===== src/rtl/core/asrb_pkg.sv =====
`default_nettype none

package asrb_pkg;

   localparam int DEPTH_DEFAULT        = 4096;
   localparam int MAX_CHANNELS_DEFAULT = 8;

   localparam int SAMPLE_W  = 32;
   localparam int LEN_W     = 12;
   localparam int CAP_W     = 13;
   localparam int CHAN_W    = 4;
   localparam int REQ_DATA_W = 48;   // sample_bits + batch_length, padded to bytes
   localparam int REQ_USER_W = 2;
   localparam int RSP_USER_W = 3;

   localparam logic [CAP_W-1:0]  CAPACITY_RESET = 13'd4096;
   localparam logic [CHAN_W-1:0] CHANNELS_RESET = 4'd2;

   // register index, taken from csr_paddr[2]
   localparam logic REG_CAPACITY = 1'b0;
   localparam logic REG_CHANNELS = 1'b1;

   localparam logic OP_PUSH = 1'b0;
   localparam logic OP_PULL = 1'b1;

   localparam logic KIND_STATUS = 1'b0;
   localparam logic KIND_SAMPLE = 1'b1;

   typedef struct packed {
      logic                pull;
      logic [SAMPLE_W-1:0] sample;
      logic [LEN_W-1:0]    len;
      logic                first;
      logic                last;
   } cmd_type;

   typedef struct packed {
      logic                kind;
      logic [SAMPLE_W-1:0] sample;
      logic                accepted;
      logic                underrun;
      logic                frame_end;
   } rsp_type;

endpackage

`default_nettype wire


===== src/rtl/core/asrb_front.sv =====
`default_nettype none

module asrb_front (
   input  wire logic                                  clock,
   input  wire logic                                  reset,
   input  wire logic                                  req_tvalid,
   output logic                                       req_tready,
   input  wire logic [asrb_pkg::REQ_DATA_W-1:0]       req_tdata,
   input  wire logic                                  req_tlast,
   input  wire logic [asrb_pkg::REQ_USER_W-1:0]       req_tuser,
   output logic                                       cmd_valid,
   input  wire logic                                  cmd_ready,
   output asrb_pkg::cmd_type                          cmd
);

   asrb_pkg::cmd_type q_ff [2];
   asrb_pkg::cmd_type new_cmd;
   logic       wr_ff, wr_in;
   logic       rd_ff, rd_in;
   logic [1:0] cnt_ff, cnt_in;
   logic       push, pop;

   always_comb begin
      new_cmd.pull   = (req_tuser[0] == asrb_pkg::OP_PULL);
      new_cmd.sample = req_tdata[asrb_pkg::SAMPLE_W-1:0];
      new_cmd.len    = req_tdata[asrb_pkg::SAMPLE_W +: asrb_pkg::LEN_W];
      new_cmd.first  = req_tuser[1];
      new_cmd.last   = req_tlast;
   end

   assign req_tready = (cnt_ff != 2'd2);
   assign cmd_valid  = (cnt_ff != 2'd0);
   assign cmd        = q_ff[rd_ff];

   assign push = req_tvalid && req_tready;
   assign pop  = cmd_valid && cmd_ready;

   always_comb begin
      wr_in  = push ? ~wr_ff : wr_ff;
      rd_in  = pop ? ~rd_ff : rd_ff;
      cnt_in = cnt_ff + {1'b0, push} - {1'b0, pop};
   end

   always_ff @(posedge clock) begin
      if (reset) begin
         wr_ff  <= 1'b0;
         rd_ff  <= 1'b0;
         cnt_ff <= 2'd0;
      end else begin
         wr_ff  <= wr_in;
         rd_ff  <= rd_in;
         cnt_ff <= cnt_in;
      end
   end

   always_ff @(posedge clock) begin
      if (push) begin
         q_ff[wr_ff] <= new_cmd;
      end
   end

endmodule

`default_nettype wire


===== config.mk =====
export PLATFORM = sky130hd
export DESIGN_NAME = asrb_front
export DESIGN_NICKNAME = d
export VERILOG_FILES = /design/src/rtl/core/asrb_pkg.sv /design/src/rtl/core/asrb_front.sv
export SDC_FILE = /design/constraint.sdc
export NUM_CORES = 1
export LEC_CHECK = 0
export BUFFER_PORTS_ARGS = -buffer_cell sky130_fd_sc_hd__buf_2
export CAP_MARGIN = 20
export CORE_ASPECT_RATIO = 1.75
export CORE_MARGIN = 1
export CORE_UTILIZATION = 45
export DETAILED_ROUTE_END_ITERATION = 6
export PLACE_DENSITY = 0.7
export SYNTH_ARGS = -nofsm -noshare
export SYNTH_HDL_FRONTEND = slang
export SYNTH_SLANG_ARGS = --single-unit

===== constraint.sdc =====
create_clock -name clock -period 4.8 [get_ports clock]
set_input_delay 0.24 -clock clock [delete_from_list [all_inputs] [get_ports clock]]
set_output_delay 0.24 -clock clock [all_outputs]
set_load 0.03 [all_outputs]

==> impl_metrics.yaml, run 1 <==
status:
  status: "complete, but fails checks"
  violations: "DRC"
synthesis:
  yosys.cell_count.top_type: "edfxtp_1"
  ys_seq_elements: 99
  yosysSeqAreaShare: 0.780
  yosys-top-cells-count: "94 x edfxtp_1, 30 x mux2_4, 18 x mux2_2, 5 x dfxtp_1, 5 x nor2_1"
  yosysUniqueCellTypes: 17
  synth-main-ff-cell: "edfxtp_1"
  synth_edf_count: 94
  synth_area_per_cell_sq_um: 22.0
  syn_area_sq_um: 3740
  netlist_instances: 170
  synth.area.top_cells: "edfxtp_1 75%, mux2_4 12%, mux2_2 5.4%"
  yosys.area.top_type: "edfxtp_1"
  async_reset_ff_frac: 0
  netlist.area_leader.share: 0.754
  syn-num-nets: 227
  yosysWarnings: 0
clock_tree:
  path_clk_slew_ns: 0.06
  cts_root_buf: "clkbuf_16"
  ctsHoldBuffers: 0
  cts-buffers-inserted: 9
  cts_tree: "built"
  htree_num_levels: 3
  post-cts-setup-buffer-count: 0
  clockBufferDepth: 2
  clk-insertion-delay-late_ns: 0.34
  cts_sinks: 99
  postCtsResizedCells: 0
routing:
  vias_per_cell: 4.93
  final_antenna_net_count: 0
  dr.pass1.iters: 6
  wl_per_cell_um: 16.7
  drc: 5
  drtIter0Drc: 110
  drt_wl_total_um: 6220
  via_count: 1840
hold_path:
  min_from: "req_tdata[43]"
  min_to: "q_ff[0][13]$_DFFE_PP_"
  hold_path_depth: 1
  holdCritPathClass: "in2reg"
global_route:
  grt_pass1_vias: 1913
  grt-ovfl-total: 0
  grt_pass1_wl_um: 9270
  globalRouteTotalUtil: 0.153
  grt_max_degree: 28
  antenna_found_initial: 0
job:
  max-cap-violations: 0
layout:
  antenna-diode-count: 0
  nNetsFinal: 335
  layout-drive-gt1-share: 0.594
  area_delta_synth_final_pct: 23.7
placed_design:
  port_buffers: 99
  gp_congestion: 0.733
  hpwl_um: 4120
timing:
  max_slew.worst_pin.slew_ns: 0.721
  finClkSkew_ns: 0.00624
  setup-tns-final_ns: 0
  final-max-slew-violation-count: 0
  setup_violations: 0
  max_freq_ghz: 0.409
  fin_crit_ns: 2.45
  period_share: 0.510
  rsz0062_at_grt: "false"
  slew_headroom: 0.518
  hold_slack_ns: 0.0877
  report.final.hold_viol_count: 0
critical_path:
  worstSetupEndpointType: "output pin"
  arrival_ns: 2.21
  path_class: "reg2out"
  crit_required_ns: 4.56
  r2r_cells: 4
  worst_r2r_endpoint: "q_ff[0][43]$_DFFE_PP_"
  critPathMaxFanout: 25
  reg2reg_from: "cnt_ff[0]$_SDFF_PP0_"
  critPathLaunchType: "flop"
  ff2ff_setup_slack_ns: 2.77
die:
  die_w_um: 71.0
  start_util: 0.467
  rows: 43
  core_sq_um: 8020
  fp.dieH_um: 123
  io_pins: 104
  die-area_sq_um: 8710
power:
  powerDensity_nw_per_um2: 564
  p_leak_nw: 1.82
  vdd.ir_drop.worst_v: 0.000344
==> worst max-delay path, cell delays in order (launching register included) <==
cell,delay [ns]
dfxtp_2,0.79
buf_4,0.50
mux2_2,0.38
buf_2,0.18
==> per-stage QoR <==
stage	cell area (sq um)	setup WS (ns)	util	instances	power (mW)
2_1_floorplan	3740	1.67	-	170	1.77
3_3_place_gp	4330	2.68	0.540	356	1.94
3_5_place_dp	4350	2.65	0.542	357	1.96
4_1_cts	4630	2.28	0.578	373	2.65
5_1_grt	4630	2.21	0.578	373	2.72
6_report	4630	2.35	0.578	373	2.61
==> cell families (layout without fill, tap and decap cells) <==
kind of cell	Yosys count	in the layout	share of synthesized area
adder cells (fa/ha/maj)	2	2	0.00668
multiplexers	48	48	0.174
AND/OR/NAND/NOR	11	11	0.0150
XOR/XNOR	3	3	0.00702
AO/OA/AOI/OAI	1	1	0.00201
flip-flops	99	99	0.780
buffers and inverters	6	119	0.0144
==> routing by layer <==
layer / part of all wire / GRT usage / wire length, um
met5: 0 / 0 / 0
met4: 0.017 / 0.0825 / 104
met3: 0.048 / 0.0484 / 297
met2: 0.59 / 0.290 / 3700
met1: 0.34 / 0.143 / 2120
==> final cells by class <==
type                    instances  area (sq um)
inverters                       1          3.75
well taps                      90           113
repair buffers                102           531
clock inverters                 6          56.3
flip-flops and latches         99          2920
fillers                       614          3380
multi-input cells              65           777
clock buffers                  10           229
==> how the worst max path moves through the flow <==
| stage | to | slack [ns] | cells past startpoint |
|---|---|---|---|
| final | cmd[5] | 2.35 | 3 |
| after global routing | cmd[15] | 2.21 | 3 |
| after CTS | cmd[0] | 2.28 | 3 |
| after detailed placement | cmd[0] | 2.65 | 3 |
| after global placement | cmd[46] | 2.68 | 3 |
| after floorplan | q_ff[0][0]$_DFFE_PP_ | 1.67 | 3 |
==> state kept, by name, summed over array words and instances, names as in the netlist, named ones only <==
| name | count |
|---|---|
| q_ff | 94 |
| rd_ff | 1 |
| cnt_ff | 2 |
| wr_ff | 1 |
==> cells in the final DEF, fill, tap and decap left out <==
cell and n:
clkbuf_1 1, buf_12 1, o21a_1 1, buf_2 99, or2_2 1, xor2_1 1
edfxtp_1 94, buf_4 2, dfxtp_1 4, and3_2 1, dfxtp_2 1, nor2_4 1
mux2_2 18, bufinv_16 1, clkinv_1 2, nand2b_2 1, clkinv_2 2, nand2_1 1
mux2_4 30, nor2_1 4, ha_1 2, inv_1 1, clkbuf_16 9, nor2b_1 2
clkinv_4 1, xnor2_1 2
==> power breakdown <==
part	leakage [nW]	switching, mW	internal [mW]
registers	0.920	0.0642	1.09
logic	0.754	0.467	0.311
clock network	0.141	0.284	0.399
total	1.82	0.815	1.80
(Power assumes the default switching activity.)
==> run 2: changes to the inputs <==
--- a/config.mk
+++ b/config.mk
@@ -11,7 +11,7 @@
 export CORE_MARGIN = 1
 export CORE_UTILIZATION = 45
 export DETAILED_ROUTE_END_ITERATION = 6
-export PLACE_DENSITY = 0.7
+export PLACE_DENSITY = 0.73
 export SYNTH_ARGS = -nofsm -noshare
 export SYNTH_HDL_FRONTEND = slang
 export SYNTH_SLANG_ARGS = --single-unit
==> constraint.sdc (replaced) <==
create_clock -name clock -period 2.21 [get_ports clock]
set_input_delay 0.1105 -clock clock [delete_from_list [all_inputs] [get_ports clock]]
set_output_delay 0.1105 -clock clock [all_outputs]
set_load 0.03 [all_outputs]
==> run 2 against run 1 <==
Net effect: the flow still finishes with violations (DRC); final area up 10%; sequential power is 110% higher; final cell count increased by 13%; power rose by 120%; count of clock-buffer cells in the layout down 1; sequential share of layout area is 5.8 points lower; die area is the same; combinational power up 130%; core utilization increased by 5.8 points; sequential cell count is the same; critical path type unchanged.
==> impl_metrics.yaml, run 2 (synthesis gave the netlist of run 1 again) <==
global_route:
  globalRouteTotalUtil: 0.152
  grt-ovfl-total: 0
  grt_pass1_wl_um: 9570
  grt_max_degree: 30
  antenna_found_initial: 0
  grt_pass1_vias: 2046
critical_path:
  worst_r2r_endpoint: "cnt_ff[1]$_SDFF_PP0_"
  arrival_ns: 1.68
  path_class: "reg2out"
  crit_required_ns: 2.10
  reg2reg_from: "cnt_ff[0]$_SDFF_PP0_"
  crit_path_end: "cmd[3]"
  ff2ff_setup_slack_ns: 0.57
  critPathLaunchType: "flop"
  r2r_cells: 8
  critPathMaxFanout: 29
  worstSetupEndpointType: "output pin"
layout:
  fillCellCount: 588
  largest_reg_flops: 94
  antenna-diode-count: 0
  fin_area_sq_um: 5100
  mostFrequentLayoutCells: "99 x buf_2, 94 x edfxtp_1, 47 x dlygate4sd3_1"
  regMostFlops: "q_ff"
  area_delta_synth_final_pct: 36.2
  reg.largest.list: "q_ff x94, cnt_ff x2"
  final_common_cell: "buf_2"
  layout.cells.non_filler: 423
  nNetsFinal: 385
  layout-drive-gt1-share: 0.517
  post-route-util: 0.636
routing:
  drt_wl_total_um: 6260
  via_count: 2020
  final_antenna_net_count: 0
  dr.pass1.iters: 6
  wl_per_cell_um: 14.8
  drc: 7
  vias_per_cell: 4.78
  drtIter0Drc: 81
die:
  io_pins: 104
  rows: 43
  die_w_um: 71.0
  start_util: 0.467
  fp.dieH_um: 123
  core_sq_um: 8020
  die-area_sq_um: 8710
timing:
  slew_headroom: 0.655
  fin_ws_ns: 0.419
  setup_violations: 0
  max_slew.worst_pin.slew_ns: 0.518
  report.final.hold_viol_count: 0
  fin_crit_ns: 1.79
  max_freq_ghz: 0.558
  rsz0062_at_grt: "false"
  period_share: 0.810
  final-max-slew-violation-count: 0
  setup-tns-final_ns: 0
  finClkSkew_ns: 0.00372
clock_tree:
  cts_sinks: 99
  htree_num_levels: 3
  postCtsResizedCells: 0
  cts_tree: "built"
  ctsHoldBuffers: 47
  clk-insertion-delay-late_ns: 0.33
  cts-buffers-inserted: 9
  clockBufferDepth: 2
  path_clk_slew_ns: 0.06
  cts_root_buf: "clkbuf_16"
  post-cts-setup-buffer-count: 0
job:
  max-cap-violations: 0
placed_design:
  dp_cells: 360
  dpl_worst_slack_ns: 0.555
  placed_area_sq_um: 4360
  port_buffers: 99
  gp_congestion: 0.634
  hpwl_um: 3960
power:
  powerDensity_nw_per_um2: 1100
  p_leak_nw: 2.01
  vdd.ir_drop.worst_v: 0.000578
hold_path:
  holdCritPathClass: "in2reg"
  min_from: "reset"
status:
  violations: "DRC"
  status: "complete, but fails checks"
==> run 2: metrics by stage <==
stage               power [mW]  hold WS [ns]
CTS                       5.71       0.00934
finish                    5.63        0.0286
floorplan                 3.84         0.182
global route              5.88        0.0315
global placement          4.22         0.299
detailed placement        4.26         0.302
==> run 2: layout make-up <==
cell class,instances,area [sq um],area share
repair buffers,152,1010,0.198
well taps,90,113,0.0221
clock buffers,9,225,0.0442
clock inverters,7,45.0,0.00883
multi-input cells,65,777,0.152
flip-flops and latches,99,2920,0.573
inverters,1,3.75,0.000736
==> run 2: worst max-delay path: stages (launching register included) <==
cell and delay (ns):
dfxtp_2 0.32, buf_4 0.42, mux2_2 0.40, buf_2 0.18
==> run 2: metal layers <==
metal	up-vias	part of all wire	global-route usage
li1	980	-	-
met1	975	0.38	0.166
met2	56	0.56	0.269
met3	9	0.044	0.0369
met4	0	0.019	0.0788
met5	-	0	0
==> run 2: worst min-delay path by stage <==
stage                            end  slack, ns  cells past startpoint
3_5_place_dp   q_ff[1][27]$_DFFE_PP_       0.30                      1
4_1_cts                         flop      0.009                      2
5_1_grt                         flop       0.03                      2
2_1_floorplan   cnt_ff[0]$_SDFF_PP0_       0.18                      1
3_3_place_gp   q_ff[0][10]$_DFFE_PP_       0.30                      1
6_report                        flop       0.03                      2
==> run 2: where the power goes <==
part	switching [mW]	internal (mW)	leakage, nW	total [mW]
sequential	0.0736	2.36	0.920	2.43
combinational	1.08	0.739	0.963	1.82
clock	0.617	0.755	0.126	1.37
==> run 3: changes to the inputs <==
--- a/config.mk
+++ b/config.mk
@@ -11,7 +11,7 @@
 export CORE_MARGIN = 1
 export CORE_UTILIZATION = 45
 export DETAILED_ROUTE_END_ITERATION = 6
-export PLACE_DENSITY = 0.73
+export PLACE_DENSITY = 0.7
 export SYNTH_ARGS = -nofsm -noshare
 export SYNTH_HDL_FRONTEND = slang
 export SYNTH_SLANG_ARGS = --single-unit
==> constraint.sdc (replaced) <==
create_clock -name clock -period 1.7 [get_ports clock]
set_input_delay 0.085 -clock clock [delete_from_list [all_inputs] [get_ports clock]]
set_output_delay 0.085 -clock clock [all_outputs]
set_load 0.03 [all_outputs]
==> run 3 against run 2 <==
Net effect: the run still ends with DRC left; register-to-register slack got worse by 0.44 ns; via count is 3.4% higher; sequential share of layout area shrank 1.0 points; critical path depth increased by 4; final area rose by 1.8%; power rose by 36%; final cell count down 0.24%; sequential cell count is the same; non-clock buffer count fell by 1; clock power rose by 46%; worst setup slack worse by 0.29 ns; clock skew up 0.0014 ns; critical path type is now reg2reg; critical endpoint is now cnt_ff[1]$_SDFF_PP0_; largest cell class unchanged; largest power group unchanged.
==> impl_metrics.yaml, run 3 (synthesis gave the netlist of run 1 again) <==
power:
  p_sw_frac: 0.314
  p_switching_mw: 2.39
  powerDensity_nw_per_um2: 1470
  internal_power_mw: 5.24
  p_leak_nw: 2.03
  power_frac_clock: 0.262
  vdd.ir_drop.worst_v: 0.000896
  pwr-share-seq: 0.416
  comb_power_share: 0.322
critical_path:
  cp_common_cell: "ha_1"
  crit_chain: "o21a_1 -> ha_1 -> inv_1 -> ha_1 -> xor2_1 -> xnor2_1 -> nor2_1"
  path_class: "reg2reg"
  critPathMaxStageDelay_ns: 0.37
  cp_slowest_cell: "dfxtp_1"
  arrival_ns: 1.80
  critPathLaunchType: "flop"
  worstSetupEndpointType: "flop"
  crit_required_ns: 1.93
  path_buf_inv: 1
  critPathTopFamily: "adder cells"
  critPathMaxFanout: 4
clock_tree:
  path_clk_slew_ns: 0.07
  htree_num_levels: 3
  cts_root_buf: "clkbuf_16"
  cts_tree: "built"
  clockBufferDepth: 2
  post-cts-setup-buffer-count: 0
  cts_sinks: 99
  clk-insertion-delay-late_ns: 0.34
  cts-buffers-inserted: 9
timing:
  report.final.hold_viol_count: 0
  setup_violations: 0
  finClkSkew_ns: 0.00516
  fin_crit_ns: 1.57
  max_freq_ghz: 0.637
  period_share: 0.924
  max_slew.worst_pin.slew_ns: 0.277
  hold_slack_ns: 0.117
  slew_headroom: 0.816
  final-max-slew-violation-count: 0
  setup-tns-final_ns: 0
  rsz0062_at_grt: "false"
status:
  violations: "DRC"
  status: "complete, but fails checks"
layout:
  final_common_cell: "buf_2"
  fillCellCount: 580
  largest_reg_flops: 94
  area_delta_synth_final_pct: 38.6
  antenna-diode-count: 0
  nNetsFinal: 384
  reg.largest.list: "q_ff x94, cnt_ff x2"
  layout-drive-gt1-share: 0.524
  regMostFlops: "q_ff"
  mostFrequentLayoutCells: "99 x buf_2, 94 x edfxtp_1, 48 x dlygate4sd3_1"
die:
  rows: 43
  core_sq_um: 8020
  io_pins: 104
  die-area_sq_um: 8710
  die_w_um: 71.0
  start_util: 0.467
  fp.dieH_um: 123
placed_design:
  hpwl_um: 4010
  port_buffers: 99
  gp_congestion: 0.662
global_route:
  globalRouteTotalUtil: 0.159
  grt_pass1_wl_um: 10000
  grt_max_degree: 48
  grt_pass1_vias: 2182
  antenna_found_initial: 0
  grt-ovfl-total: 0
routing:
  wl_per_cell_um: 15.5
  dr.pass1.iters: 6
  drt_wl_total_um: 6550
  drc: 6
  vias_per_cell: 4.95
  via_count: 2089
  drtIter0Drc: 89
  final_antenna_net_count: 0
hold_path:
  holdCritPathClass: "in2reg"
job:
  max-cap-violations: 0
==> run 3: power by group through the flow <==
stage	clock network [mW]	registers [mW]	logic, mW
finish	2.00	3.18	2.46
detailed placement	0	3.23	2.40
floorplan	0	3.20	1.81
global route	2.14	3.20	2.61
global placement	0	3.21	2.37
CTS	2.05	3.18	2.49
==> run 3: layer usage <==
| layer | vias to the layer above | global-route usage | part of all wire |
|---|---|---|---|
| met4 | 0 | 0.0788 | 0.020 |
| met1 | 1034 | 0.159 | 0.36 |
| li1 | 979 | - | - |
| met3 | 10 | 0.0394 | 0.045 |
| met2 | 66 | 0.300 | 0.58 |
| met5 | - | 0 | 0 |
==> run 3: timing repair <==
action / in CTS / in global routing
resized for setup: 0 / 0
setup endpoints to repair: 0 / 0
hold buffers: 48 / 0
hold endpoints to repair: 98 / 0
==> run 3: per-stage QoR <==
stage | instances | area, sq um | power [mW] | setup WS, ns | utilization
2_1_floorplan | 170 | 3770 | 5.01 | -0.0195 | -
3_3_place_gp | 358 | 4410 | 5.58 | 0.204 | 0.550
3_5_place_dp | 358 | 4410 | 5.63 | 0.137 | 0.550
4_1_cts | 422 | 5190 | 7.72 | 0.108 | 0.648
5_1_grt | 422 | 5190 | 7.96 | 0.0217 | 0.648
6_report | 422 | 5190 | 7.63 | 0.129 | 0.648
==> run 3: path summary, 6_finish.rpt <==
path,endpoint,startpoint,slack (ns),cells past startpoint
worst max-delay path,cnt_ff[1]$_SDFF_PP0_,cnt_ff[1]$_SDFF_PP0_,0.13,7
worst min-delay path,wr_ff$_SDFFE_PP0N_,req_tvalid,0.12,3
worst max register to register,cnt_ff[1]$_SDFF_PP0_,cnt_ff[1]$_SDFF_PP0_,0.13,7
worst min register to register,rd_ff$_SDFFE_PP0P_,rd_ff$_SDFFE_PP0P_,0.53,2
==> run 3: worst register-to-register path, cell delays in order, from the launching register on <==
cell and delay [ns]:
dfxtp_1 0.37, o21a_1 0.23, ha_1 0.30, inv_1 0.06
ha_1 0.14, xor2_1 0.17, xnor2_1 0.14, nor2_1 0.06
==> run 3: final cells by class <==
type	instances	area [sq um]	area share
clock buffer	9	225	0.0434
clock inverter	7	78.8	0.0152
inverter	1	3.75	0.000723
multi-input combinational	65	790	0.152
sequential	99	2930	0.564
tap	90	113	0.0217
timing repair buffer	151	1060	0.203
