--- src/rtl/core/asrb_pkg.sv ---
`default_nettype none

package asrb_pkg;

   localparam int DEPTH_DEFAULT        = 4096;
   localparam int MAX_CHANNELS_DEFAULT = 8;

   localparam int SAMPLE_W  = 32;
   localparam int LEN_W     = 12;
   localparam int CAP_W     = 13;
   localparam int CHAN_W    = 4;
   localparam int REQ_DATA_W = 48;   // sample_bits + batch_length, padded to bytes
   localparam int REQ_USER_W = 2;
   localparam int RSP_USER_W = 3;

   localparam logic [CAP_W-1:0]  CAPACITY_RESET = 13'd4096;
   localparam logic [CHAN_W-1:0] CHANNELS_RESET = 4'd2;

   // register index, taken from csr_paddr[2]
   localparam logic REG_CAPACITY = 1'b0;
   localparam logic REG_CHANNELS = 1'b1;

   localparam logic OP_PUSH = 1'b0;
   localparam logic OP_PULL = 1'b1;

   localparam logic KIND_STATUS = 1'b0;
   localparam logic KIND_SAMPLE = 1'b1;

   typedef struct packed {
      logic                pull;
      logic [SAMPLE_W-1:0] sample;
      logic [LEN_W-1:0]    len;
      logic                first;
      logic                last;
   } cmd_type;

   typedef struct packed {
      logic                kind;
      logic [SAMPLE_W-1:0] sample;
      logic                accepted;
      logic                underrun;
      logic                frame_end;
   } rsp_type;

endpackage

`default_nettype wire

--- src/rtl/core/asrb_rsp_q.sv ---
`default_nettype none

module asrb_rsp_q (
   input  wire logic                              clock,
   input  wire logic                              reset,
   input  wire logic                              res_valid,
   input  wire asrb_pkg::rsp_type                 res,
   output logic [1:0]                             level,
   output logic                                   rsp_tvalid,
   input  wire logic                              rsp_tready,
   output logic [asrb_pkg::SAMPLE_W-1:0]          rsp_tdata,
   output logic                                   rsp_tlast,
   output logic [asrb_pkg::RSP_USER_W-1:0]        rsp_tuser
);

   asrb_pkg::rsp_type ent_ff [2];
   asrb_pkg::rsp_type head;
   logic       wr_ff, wr_in;
   logic       rd_ff, rd_in;
   logic [1:0] cnt_ff, cnt_in;
   logic       pop;

   assign head       = ent_ff[rd_ff];
   assign rsp_tvalid = (cnt_ff != 2'd0);
   assign rsp_tdata  = head.sample;
   assign rsp_tlast  = head.frame_end;
   assign rsp_tuser  = {head.underrun, head.accepted, head.kind};

   assign pop   = rsp_tvalid && rsp_tready;
   // occupancy once this cycle's beat has left; the back end issues against it
   assign level = cnt_ff - {1'b0, pop};

   always_comb begin
      wr_in  = res_valid ? ~wr_ff : wr_ff;
      rd_in  = pop ? ~rd_ff : rd_ff;
      cnt_in = level + {1'b0, res_valid};
   end

   always_ff @(posedge clock) begin
      if (reset) begin
         wr_ff  <= 1'b0;
         rd_ff  <= 1'b0;
         cnt_ff <= 2'd0;
      end else begin
         wr_ff  <= wr_in;
         rd_ff  <= rd_in;
         cnt_ff <= cnt_in;
      end
   end

   always_ff @(posedge clock) begin
      if (res_valid) begin
         ent_ff[wr_ff] <= res;
      end
   end

endmodule

`default_nettype wire

--- config.mk ---
export PLATFORM = sky130hd
export DESIGN_NAME = asrb_rsp_q
export DESIGN_NICKNAME = d
export VERILOG_FILES = /design/src/rtl/core/asrb_pkg.sv /design/src/rtl/core/asrb_rsp_q.sv
export SDC_FILE = /design/constraint.sdc
export NUM_CORES = 1
export LEC_CHECK = 0
export BUFFER_PORTS_ARGS = -buffer_cell sky130_fd_sc_hd__buf_2
export CAP_MARGIN = 20
export CORE_ASPECT_RATIO = 1.25
export CORE_MARGIN = 5
export CORE_UTILIZATION = 40
export CTS_CLUSTER_DIAMETER = 120
export CTS_CLUSTER_SIZE = 12
export DETAILED_ROUTE_END_ITERATION = 12
export PLACE_DENSITY = 0.73
export SLEW_MARGIN = 20
export SYNTH_ARGS = -nofsm -noshare
export SYNTH_HDL_FRONTEND = slang
export SYNTH_SLANG_ARGS = --single-unit
--- constraint.sdc ---
create_clock -name clock -period 7.32 [get_ports clock]
set_input_delay 0.732 -clock clock [delete_from_list [all_inputs] [get_ports clock]]
set_output_delay 0.732 -clock clock [all_outputs]
set_load 0.01 [all_outputs]
==> reports/summary.md, run 1 <==
The dominant register cell in the synthesized netlist was sky130_fd_sc_hd__edfxtp_1. From left edge to right edge, the die measures 87.0 microns. Summed over all instances, the cell type with the most area after synthesis is sky130_fd_sc_hd__edfxtp_1. Summed over its instances, the top area cell type makes up 72.8% of the synthesized netlist area.

Final-report hold violation count: 0. After routing, the total negative slack on setup checks comes to 0 ps. The synthesized design contains 72 enable-type register cells. The run gives 0 as the final count of negative-setup-slack endpoints.

In this run the critical register-to-register path is launched from cnt_ff[1]. The routed wire length was 4920 microns. The fraction of the mapped netlist area in adder cells is 0.843%. Data on the critical path arrives at its endpoint at 1740 ps. The maximum level of the CTS H-tree came out at 3.

For the number of DRC violations after detailed-routing iteration 0, the log shows 77. The first global-routing pass estimated 7630 microns of wire. The logs give 0 for the global route total overflow and 0 for the final antenna-violating net count. Mapped cell area: 2970 sq um. The root buffer cell chosen for the clock tree is sky130_fd_sc_hd__clkbuf_8.

In this run the vertical extent of the chip is 106 microns. The post-route netlist has 57.1% of its cells at a drive strength greater than 1. The run finished with clean final reports. For this run, the detailed router's first-pass iteration total came to 4. For the worst-skew pair, the clock arrives at the later sink with an insertion delay of 330 ps. For this run, the register share of the synthesized area comes to 76.2%. The class of the tightest hold or removal check was in -> reg. The count of input and output buffers is 78. The dominant combinational cell family by area after synthesis is multiplexers. For the count of inserted antenna diode cells, the log shows 0. Kind of critical path: reg -> out.

The number of global-route vias before repair was 1595. The post-synthesis share of cell area spent on and, or, nand and nor gates is 1.69%, and the count of standard-cell rows is 35. The ratio of final minimum period to clock period works out to 33.8%. The maximum resistive drop on vdd was 0.000176 V. The proportion of synthesized area in mux cells works out to 18.6%. The I/O pin count was 79; the compound-cell area share of the yosys netlist was 0.295%. The worst setup path is captured at an output pin.

The run gives 0 as the number of max-slew violations in the final report. At the pin with the least slew margin, the transition time is 1020 ps. The tool flagged a number of max-cap violations equal to 0. The logs give 16 for the number of different library cells in the post-synthesis netlist and 0 for the hold buffer count at cts. Routability-driven placement finished with a final weighted congestion of 0.661. Overall via count from detail_route: 1447.

The analysis attributes to cell leakage a power of 1.48 nW. Measured against its own limit, the worst slew margin works out to 31.6%. Yosys attributes the largest share of cell area to sky130_fd_sc_hd__edfxtp_1, sky130_fd_sc_hd__mux2_4, sky130_fd_sc_hd__dfxtp_1, sky130_fd_sc_hd__mux2_1, sky130_fd_sc_hd__buf_6. Of all nets on the critical path, the largest fanout is 20.

Global routing used 11.1% of the available tracks. Synthesis produced a netlist with a net count of 178. Relative to the synthesized area, the layout overhead comes to 24.5%. The logs give 9 for the CTS buffer count and 7310 sq um for the standard cell core area.

Entering global routing, the biggest net connects 37 pins. The post-synthesis register bit count is 77, and the die area is 9250 sq um. DRC violation count after routing: 0.

Dividing the detail-routed via count by the number of cells gives 4.55. The required arrival time at the worst endpoint was 6590 ps. The tools report the count of instances resized after the clock tree is built as 0. The cell count after synthesis came out at 136. The worst setup path is launched from a flip-flop.

Across all hold checks on the routed design, the worst slack comes to 583 ps. Setup repair after global routing left no endpoint under its margin. In the final routed layout, each cell accounts on average for 15.5 microns. The tree built by TritonCTS fans out to 77 sinks. A synthesized cell averages 21.8 sq um.

In the final design database the tool counted 264 nets. The ratio of total power to cell area works out to 320 nW/um^2. TritonCTS built the clock tree. After filler insertion, the fill cell instance count of the layout stands at 606.

Based on the critical path, the design can be clocked at up to 0.404 GHz. In the synthesized netlist the async set-or-reset flop fraction comes to 0%. The logs give 0 for the initial antenna violation count and 2 for the number of buffers on the longest clock path. The synthesized netlist devotes 0.590% of its cell area to XOR and XNOR gates. The tools report the synthesis warning total as 0. After legalization and detailed placement, the total HPWL measured 3410 microns. The run gives 40.6% as the starting density of the core. The library cell with the highest instance count after synthesis is sky130_fd_sc_hd__edfxtp_1. After clock tree synthesis, the clock-pin slew on the worst setup and hold paths is 80 ps. The clock period minus final worst setup slack was 2470 ps.

Buffers added to address setup during post-CTS repair amount to 0. The hold path startpoint was res[14]. After synthesis, the most frequently instantiated cells are sky130_fd_sc_hd__edfxtp_1, sky130_fd_sc_hd__mux2_4, sky130_fd_sc_hd__mux2_1.

The clock arrives with 9.79 ps of skew.
-- power by group --
group	switching [mW]	internal, mW
sequential	0.0267	0.519
clock	0.146	0.225
combinational	0.118	0.150
-- final timing paths --
check | slack, ps | cells past startpoint | end
min reg2reg | 580 | 2 | wr_ff
min | 580 | 1 | ent_ff[0][14]
max reg2reg | 5760 | 6 | cnt_ff[1]
max | 4850 | 3 | rsp_tdata[3]
-- placed cells by master (no fill, tap or decap), drive strengths merged --
cell type and instances:
buf 79, edfxtp 72, mux2 39, clkbuf 9
dfxtp 5, nor2 3, bufinv 3, nor2b 3
clkinv 3, inv 2, ha 2, o21a 1
or2 1, xor2 1, and2 1, and2b 1
xnor2 1
-- through the flow --
step	total power, mW	util (%)	cell area (sq um)	setup WS [ps]	instances
after floorplan	0.741	-	2970	4540	136
after global placement	0.819	47.0	3440	4950	302
after detailed placement	0.829	47.3	3460	5100	303
after CTS	1.20	50.5	3690	4800	318
after global routing	1.24	50.5	3690	4740	318
final	1.18	50.5	3690	4850	318
-- routing by layer --
metal,track usage [%],share of wire [%]
met5,0,0
met4,4.34,0.67
met3,4.81,8.5
met2,18.7,53
met1,12.3,38
-- worst max-delay path: stages, from the launching register on --
cell and delay [ps]:
sky130_fd_sc_hd__dfxtp_2 670, sky130_fd_sc_hd__buf_12 270, sky130_fd_sc_hd__mux2_4 320, sky130_fd_sc_hd__buf_2 140
-- state kept, by name (all words and copies together) (netlist names), named ones only --
register / count
cnt_ff: 2
ent_ff: 72
rd_ff: 1
wr_ff: 1
-- cell type report --
type	instances	area, sq um	share of cell area (%)
repair buffers	79	410	11.1
inverters	2	7.51	0.203
well taps	92	115	3.12
clock buffers	9	124	3.35
clock inverters	6	113	3.05
multi-input cells	53	662	17.9
flip-flops and latches	77	2260	61.3
-- logic make-up (layout without fill, tap and decap cells) --
family	after synthesis	in the layout
AOI/OAI and AO/OA	1	1
xor gates and xnor gates	2	2
adders and majority gates	2	2
buffers and inverters	6	96
DFF	77	77
muxes	39	39
and+or+nand+nor	9	9
(Power assumes the default switching activity.)
==> inputs of run 2 (changes only) <==
--- a/config.mk
+++ b/config.mk
@@ -5,6 +5,7 @@
 export SDC_FILE = /design/constraint.sdc
 export NUM_CORES = 1
 export LEC_CHECK = 0
+export ABC_AREA = 1
 export BUFFER_PORTS_ARGS = -buffer_cell sky130_fd_sc_hd__buf_2
 export CAP_MARGIN = 20
 export CORE_ASPECT_RATIO = 1.25
==> constraint.sdc (replaced) <==
create_clock -name clock -period 2.4 [get_ports clock]
set_input_delay 0.24 -clock clock [delete_from_list [all_inputs] [get_ports clock]]
set_output_delay 0.24 -clock clock [all_outputs]
set_load 0.01 [all_outputs]
==> run 2 against run 1 <==
Against the previous run:
- wire length shrank 1.9%
- cell area grew 0.10%
- worst hold slack lost 500 ps
- synthesized cell count up 10%
- sequential cell count stayed put
- cell count up 6.3%
- global-route usage shrank 0.16 points
- via count up 5.1%
- sequential share of layout area shrank 0.062 points
- sequential power grew to 2.9 times the previous value
- combinational power increased to 3.0 times the previous value
- critical path type unchanged
- largest cell class unchanged
- highest routed layer unchanged
==> reports/summary.md, run 2 <==
The run gives 0 ps (unchanged) as the setup TNS. The async set-reset flop share out of synthesis is 0% (unchanged), and the standard cell core area is 7360 sq um (+0.60%). The synthesized net count came out at 192 (+7.9%). The number of instances in the synthesized netlist was 150 (+10%). The count of inserted antenna diode cells is 0 (unchanged), and the pin slew with the least headroom to its limit is 622 ps (-402 ps). The number of max-capacitance violations reported was 0 (unchanged). The share of the synthesized area in the top cell type was 72.2% (-0.70 points); the ratio of total power to cell area was 927 nW/um^2 (+190%).

TritonCTS built the clock tree. Register cell area after layout: 2260 sq um (unchanged). Element type at the critical path start: a flip-flop. The critical path is of the reg -> out type. For the number of filler instances in the final layout, the log shows 651 (+7.4%).

The logs give 0 (unchanged) for the initial antenna violation count and 0 (unchanged) for the final antenna-violating net count. In the layout the commonest cells are sky130_fd_sc_hd__buf_2, sky130_fd_sc_hd__edfxtp_1, sky130_fd_sc_hd__mux2_4. The clock input transition at the sequential cells of the worst setup and hold paths came out at 80 ps (about the same). The logs give 0 (unchanged) for the final count of negative-setup-slack endpoints and 2 (unchanged) for the number of buffers on the longest clock path. The biggest area contributor in the post-synthesis netlist is sky130_fd_sc_hd__edfxtp_1. Sorting the synthesized cells by area gives the leading types as sky130_fd_sc_hd__edfxtp_1, sky130_fd_sc_hd__mux2_4, sky130_fd_sc_hd__dfxtp_1, sky130_fd_sc_hd__mux2_2, sky130_fd_sc_hd__buf_12.

The run gives 79 (unchanged) as the I/O pin count. The share of the synthesized netlist area taken by xor and xnor gates is 0% (-0.59 points), and the number of DRC violations after detailed-routing iteration 0 is 76 (-1.3%). For the layout net count, the log shows 283 (+7.2%).

The cell family with the largest share of critical-path delay was buffers and inverters. The run gives 0.000496 V (+180%) as the maximum resistive drop on vdd. The register with the most flip-flops in the final layout is ent_ff. The number of buffers added for setup after CTS was 0 (unchanged); the height of the die was 107 microns (+0.44%).

The global-route total usage across every layer came out at 11.0% (-0.16 points). For the summed area of non-filler cells in the final layout, the log shows 3700 sq um (+0.10%). The compound-cell area share of the yosys netlist came out at 0% (-0.30 points). The run gives 0 (unchanged) as the synthesis warning total.

The required arrival time at the worst endpoint was 2160 ps (-4430 ps); the number of global-route vias before repair was 1650 (+3.4%). The final critical path takes up 73.2% of the cycle. Yosys instantiated no cell more often than sky130_fd_sc_hd__edfxtp_1. The logs give 1.51 nW (+1.9%) for the cell leakage power and 9 (unchanged) for the CTS buffer count. The library cell used most frequently in the layout, excluding fill and tap cells, is sky130_fd_sc_hd__buf_2. The post-synthesis register bit count works out to 77 (unchanged). Estimated wirelength of the detail-placed design: 3440 microns (+0.99%). The net switching power figure was 0.868 mW (+200%). The commonest cells after synthesis are sky130_fd_sc_hd__edfxtp_1, sky130_fd_sc_hd__mux2_4, sky130_fd_sc_hd__nor2_1. The average routed wire per standard cell came out at 14.3 microns (-7.8%).

The cell with the largest stage delay on the worst path is sky130_fd_sc_hd__mux2_2. The number of enable-type register cells in the synthesized netlist is 72 (unchanged). The run gives 1520 ps (-220 ps) as the critical path data arrival time. Traced cell by cell, the critical path runs through buf_4 -> mux2_2 -> buf_2.

Setup repair after global routing left no endpoint under its margin. The insertion delay to the later sink of the worst-skew pair came out at 340 ps (about the same). Detail-routed via count per cell: 4.50 (-1.1%).

The number of different library cells in the post-synthesis netlist was 12 (-4); the overall via count from detail_route was 1521 (+5.1%). The clock period minus final worst setup slack was 1760 ps. The worst setup path is captured at an output pin. The pin count of the biggest net entering global routing is 23 (-38%), and the utilization after layout is 50.3% (-0.25 points). Placed instance area: 3480 sq um (+0.76%). The count of input and output buffers was 78 (unchanged); the flip-flop count of the largest register, all copies and words added was 72 (unchanged). The maximum single-stage delay on the critical path was 380 ps (-290 ps).

The number of sinks handled by clock tree synthesis was 77 (unchanged). The horizontal die dimension came out at 87.4 microns (+0.43%). The share of total power consumed by net switching works out to 25.3% (+0.81 points). The number of buffer and inverter instances along the worst setup path works out to 2 (unchanged). The proportion of synthesized area in mux cells was 17.3% (-1.3 points).

The post-synthesis share of cell area spent on and, or, nand and nor gates was 2.88% (+1.2 points). The tools report the part of the power in registers as 46.6% (+0.5 points). The count of instances resized after the clock tree is built is 0 (unchanged). The logs give 7590 microns (-0.54%) for the wire length of the first global-routing pass and 4 (unchanged) for the first-pass detailed-route iteration total. The run gives 58.3% (+27 points) as the tightest slew margin relative to the limit.

Final-report hold violation count: 0 (unchanged). DRC violation count after routing: 0 (unchanged). The clock share of power is 30.0% (-1.3 points). The cell sitting at the root of the clock tree is a sky130_fd_sc_hd__clkbuf_8. The maximum level of the CTS H-tree is 3 (unchanged). The most used flip-flop cell after synthesis is sky130_fd_sc_hd__edfxtp_1. The setup skew after layout was 9.32 ps (-0.473 ps); the count of standard-cell rows was 35 (unchanged). Derived from the worst setup path, the maximum achievable clock frequency is 0.569 GHz.

Dominant combinational cell family by area after synthesis: multiplexers. The run finished with clean final reports. The fraction of final layout cells with drive strength greater than 1 was 55.3% (-1.8 points).

The die area is 9330 sq um (+0.86%), and the routed wire length is 4830 microns (-1.9%). The layout overhead on the synthesized area was 23.4%. The global route total overflow is 0 (unchanged), and the fraction of the mapped netlist area in adder cells is 0.835% (-0.0081 points). The largest registers in the layout are ent_ff x72, cnt_ff x2. For the cell-internal power, the log shows 2.56 mW (+190%). For the area used by multi-input combinational logic, the log shows 637 sq um (-3.8%). The worst-path maximum fanout is 22 (+10%), and the mapped cell area is 3000 sq um (+0.97%). The starting density of the core is 40.7% (+0.15 points), and the fraction of the yosys area taken by sequential cells is 75.5% (-0.73 points). The logs give 0 (unchanged) for the number of max-slew violations in the final report and 0.686 (+3.8%) for the routability congestion estimate from global placement. The hold buffer count at cts came out at 0 (unchanged). Average cell area after synthesis: 20.0 sq um (-8.5%).

In this run the worst hold path is classified as in -> reg. The run gives 23.4% (+0.8 points) as the share of power burned in combinational logic.
==> run 2: kinds of logic after synthesis <==
group	count (synthesis)
flip-flops	77
multiplexers	36
buffers and inverters	13
adder cells (fa/ha/maj)	2
AND/OR/NAND/NOR	22
==> run 2: power by group through the flow <==
stage	registers, mW	clock network [mW]	logic [mW]
after detailed placement	1.63	0	0.818
after global routing	1.61	1.12	0.881
after CTS	1.60	1.06	0.821
after floorplan	1.62	0	0.613
final	1.60	1.03	0.802
after global placement	1.62	0	0.810
==> run 2: path summary, 6_finish.rpt <==
path	from	end	slack, ps	depth (start not counted)
max	flip-flop	rsp_tdata[30]	640	3
max reg2reg	wr_ff	ent_ff[1][24]	810	3
min reg2reg	rd_ff	rd_ff	520	2
min	reset	cnt_ff[0]	80	2
==> run 2: per-stage QoR <==
stage	instances	hold slack, ps	power (mW)	worst slack, ps
after floorplan	150	311	2.23	129
after global placement	322	429	2.43	759
after detailed placement	322	432	2.45	736
after CTS	338	61.1	3.48	586
after global routing	338	58.1	3.61	547
final	338	79.7	3.43	644
==> run 2: area by class of cell <==
class,count,area share [%]
sequential,77,61.2
clock buffer,10,3.45
inverter,9,0.913
multi-input combinational,60,17.2
tap,92,3.11
timing repair buffer,84,11.8
clock inverter,6,2.33
==> run 2: routing by layer <==
| layer | global-route usage [%] | wire length, microns |
|---|---|---|
| met5 | 0 | 0 |
| met4 | 4.61 | 51 |
| met3 | 4.84 | 365 |
| met2 | 18.5 | 2510 |
| met1 | 11.9 | 1900 |
==> inputs of run 3 (changes only) <==
--- a/config.mk
+++ b/config.mk
@@ -5,7 +5,7 @@
 export SDC_FILE = /design/constraint.sdc
 export NUM_CORES = 1
 export LEC_CHECK = 0
-export ABC_AREA = 1
+export ABC_AREA = 0
 export BUFFER_PORTS_ARGS = -buffer_cell sky130_fd_sc_hd__buf_2
 export CAP_MARGIN = 20
 export CORE_ASPECT_RATIO = 1.25
==> constraint.sdc (replaced) <==
create_clock -name clock -period 1.85 [get_ports clock]
set_input_delay 0.185 -clock clock [delete_from_list [all_inputs] [get_ports clock]]
set_output_delay 0.185 -clock clock [all_outputs]
set_load 0.01 [all_outputs]
==> run 3 against run 2 <==
Against the previous run:
- critical path depth did not move
- clock power grew 38%
- cell count decreased by 4.4%
- clock skew fell by 4.1 ps
- setup slack lost 470 ps
- register-to-register slack lost 510 ps
- largest cell class unchanged
- sequential cell count unchanged
- power grew 35%
- cell area up 0.30%
- critical path type unchanged
==> reports/summary.md, run 3 (same netlist as run 1, synthesis figures left out) <==
The logs give 0 (unchanged) for the final-report hold violation count and 1.50 nW (-0.66%) for the cell leakage power. The detail-routed via count per cell is 4.57 (+1.5%). The worst slack at placement is 295 ps (-440 ps). The logs give 0.676 (-1.5%) for the routability congestion estimate from global placement and 35 (unchanged) for the count of standard-cell rows.

The logs give 0 (unchanged) for the hold buffer count at cts and 0 (unchanged) for the final antenna-violating net count. Number of max-capacitance violations reported: 0 (unchanged). The number of buffers on the longest clock path was 2 (unchanged); the maximum clock frequency was 0.596 GHz. Type of destination of the critical path: an output pin. The fraction of final layout cells with drive strength greater than 1 works out to 57.1% (+1.9 points). The class of the tightest hold or removal check was in -> reg. Required arrival time at the worst endpoint: 1660 ps (-500 ps). The run gives 320 ps (-20 ps) as the insertion delay to the later sink of the worst-skew pair. The count of inserted antenna diode cells is 0 (unchanged). Count of instances resized after the clock tree is built: 0 (unchanged). Cell with the largest stage delay on the worst path: sky130_fd_sc_hd__mux2_1. The most common cell after layout, fill and taps aside is sky130_fd_sc_hd__buf_2. The wire length of the first global-routing pass was 7840 microns (+3.3%); the number of global-route vias before repair was 1633 (-1.0%). The number of buffer and inverter instances along the worst setup path is 2 (unchanged). Average routed wire per standard cell: 14.9 microns (+4.2%). The layout net count is 269 (-4.9%), and the clock input transition at the sequential cells of the worst setup and hold paths is 70 ps (about the same). The run finished with clean final reports. The run gives 2260 sq um (unchanged) as the register cell area after layout.

Dividing the final minimum period by the clock period gives 90.7%. The signal on the critical path passes through buf_4 -> mux2_1 -> buf_2. The final count of negative-setup-slack endpoints was 0 (unchanged); the maximum resistive drop on vdd was 0.000814 V (+64%). The setup skew after layout was 5.23 ps (-4.08 ps); the number of filler instances in the final layout was 608 (-6.6%).

The maximum level of the CTS H-tree came out at 3 (unchanged). The first-pass detailed-route iteration total was 4 (unchanged). The area used by multi-input combinational logic was 662 sq um (+3.9%); the CTS buffer count was 9 (unchanged).

For the tightest slew margin relative to the limit, the log shows 76.1% (+18 points). The area growth from synthesis to layout is 25.0%. The DRC violation count after routing is 0 (unchanged). The tools report the overall via count from detail_route as 1475 (-3.0%). The number of sinks handled by clock tree synthesis is 77 (unchanged), and the maximum single-stage delay on the critical path is 360 ps (-20 ps). The tools report the element type at the critical path start as a flip-flop. Number of buffers added for setup after CTS: 0 (unchanged).

The kind of critical path is reg -> out. The horizontal die dimension is 87.0 microns (-0.42%). The flip-flop count of the largest register, all copies and words added came out at 72 (unchanged).

The die area is 9250 sq um (-0.86%), and the number of max-slew violations in the final report is 0 (unchanged). Counting I/O delays and the setup requirement, the final critical path takes 1680 ps. TritonCTS built the clock tree. The pin count of the biggest net entering global routing is 22 (-4.3%). The worst-path maximum fanout is 21 (-4.5%). The largest registers in the layout are ent_ff x72, cnt_ff x2. The run gives 56 (-26%) as the number of DRC violations after detailed-routing iteration 0. The routed wire length came out at 4810 microns (-0.46%). The count of input and output buffers was 78 (unchanged); the height of the die was 106 microns (-0.44%). Setup repair after global routing left no endpoint under its margin. The cell family contributing the most delay on the critical path is buffers and inverters.

The setup TNS is 0 ps (unchanged). The tools report the master cell of the clock root buffer as sky130_fd_sc_hd__clkbuf_8. The critical path data arrival time is 1490 ps (-30 ps), and the pin slew with the least headroom to its limit is 359 ps (-264 ps). The starting density of the core is 40.6% (-0.15 points), and the ratio of total power to cell area is 1250 nW/um^2 (+35%). The smallest setup slack after layout is 172 ps (-472 ps), and the standard cell core area is 7310 sq um (-0.60%). The logs give 79 (unchanged) for the I/O pin count and 3470 microns (+0.66%) for the estimated wirelength of the detail-placed design.

For the initial antenna violation count, the log shows 0 (unchanged). The top register by number of flip-flops is ent_ff. The global-route total usage across every layer was 11.4% (+0.43 points); the global route total overflow was 0 (unchanged).

The library cells used most frequently in the layout, excluding fill and tap cells, are sky130_fd_sc_hd__buf_2, sky130_fd_sc_hd__edfxtp_1, sky130_fd_sc_hd__mux2_4, sky130_fd_sc_hd__clkbuf_8, sky130_fd_sc_hd__mux2_1.
## run 3: power by group
| part | switching (mW) | internal, mW | total (mW) |
|---|---|---|---|
| clock | 0.539 | 0.877 | 1.42 |
| combinational | 0.527 | 0.593 | 1.12 |
| sequential | 0.0421 | 2.05 | 2.09 |
| total | 1.11 | 3.52 | 4.63 |
## run 3: cell type report
type,count,share of cell area [%]
clock buffer,9,3.34
tap,92,3.10
inverter,2,0.202
sequential,77,61.0
clock inverter,6,2.77
multi-input combinational,53,17.8
timing repair buffer,84,11.7
## run 3: per-stage QoR
stage	power [mW]	utilization, %	area [sq um]	cells	hold WS (ps)
floorplan	2.93	-	2970	136	257
global placement	3.25	47.6	3480	308	373
detailed placement	3.28	47.6	3480	308	376
CTS	4.71	50.7	3710	323	14.4
global route	4.88	50.7	3710	323	3.65
finish	4.63	50.7	3710	323	36.3
## run 3: metal layers
layer	global-route usage [%]	vias up	part of all wire, %
li1	-	704	-
met1	11.5	720	35
met2	20.7	42	58
met3	3.26	9	5.3
met4	6.01	0	2.0
met5	0	-	0
## run 3: final timing paths
check	from	to	slack [ps]	depth (start not counted)
max	flip-flop	rsp_tuser[0]	170	3
max reg2reg	cnt_ff[1]	cnt_ff[1]	300	6
min reg2reg	wr_ff	wr_ff	580	2
min	res[2]	ent_ff[1][2]	40	1
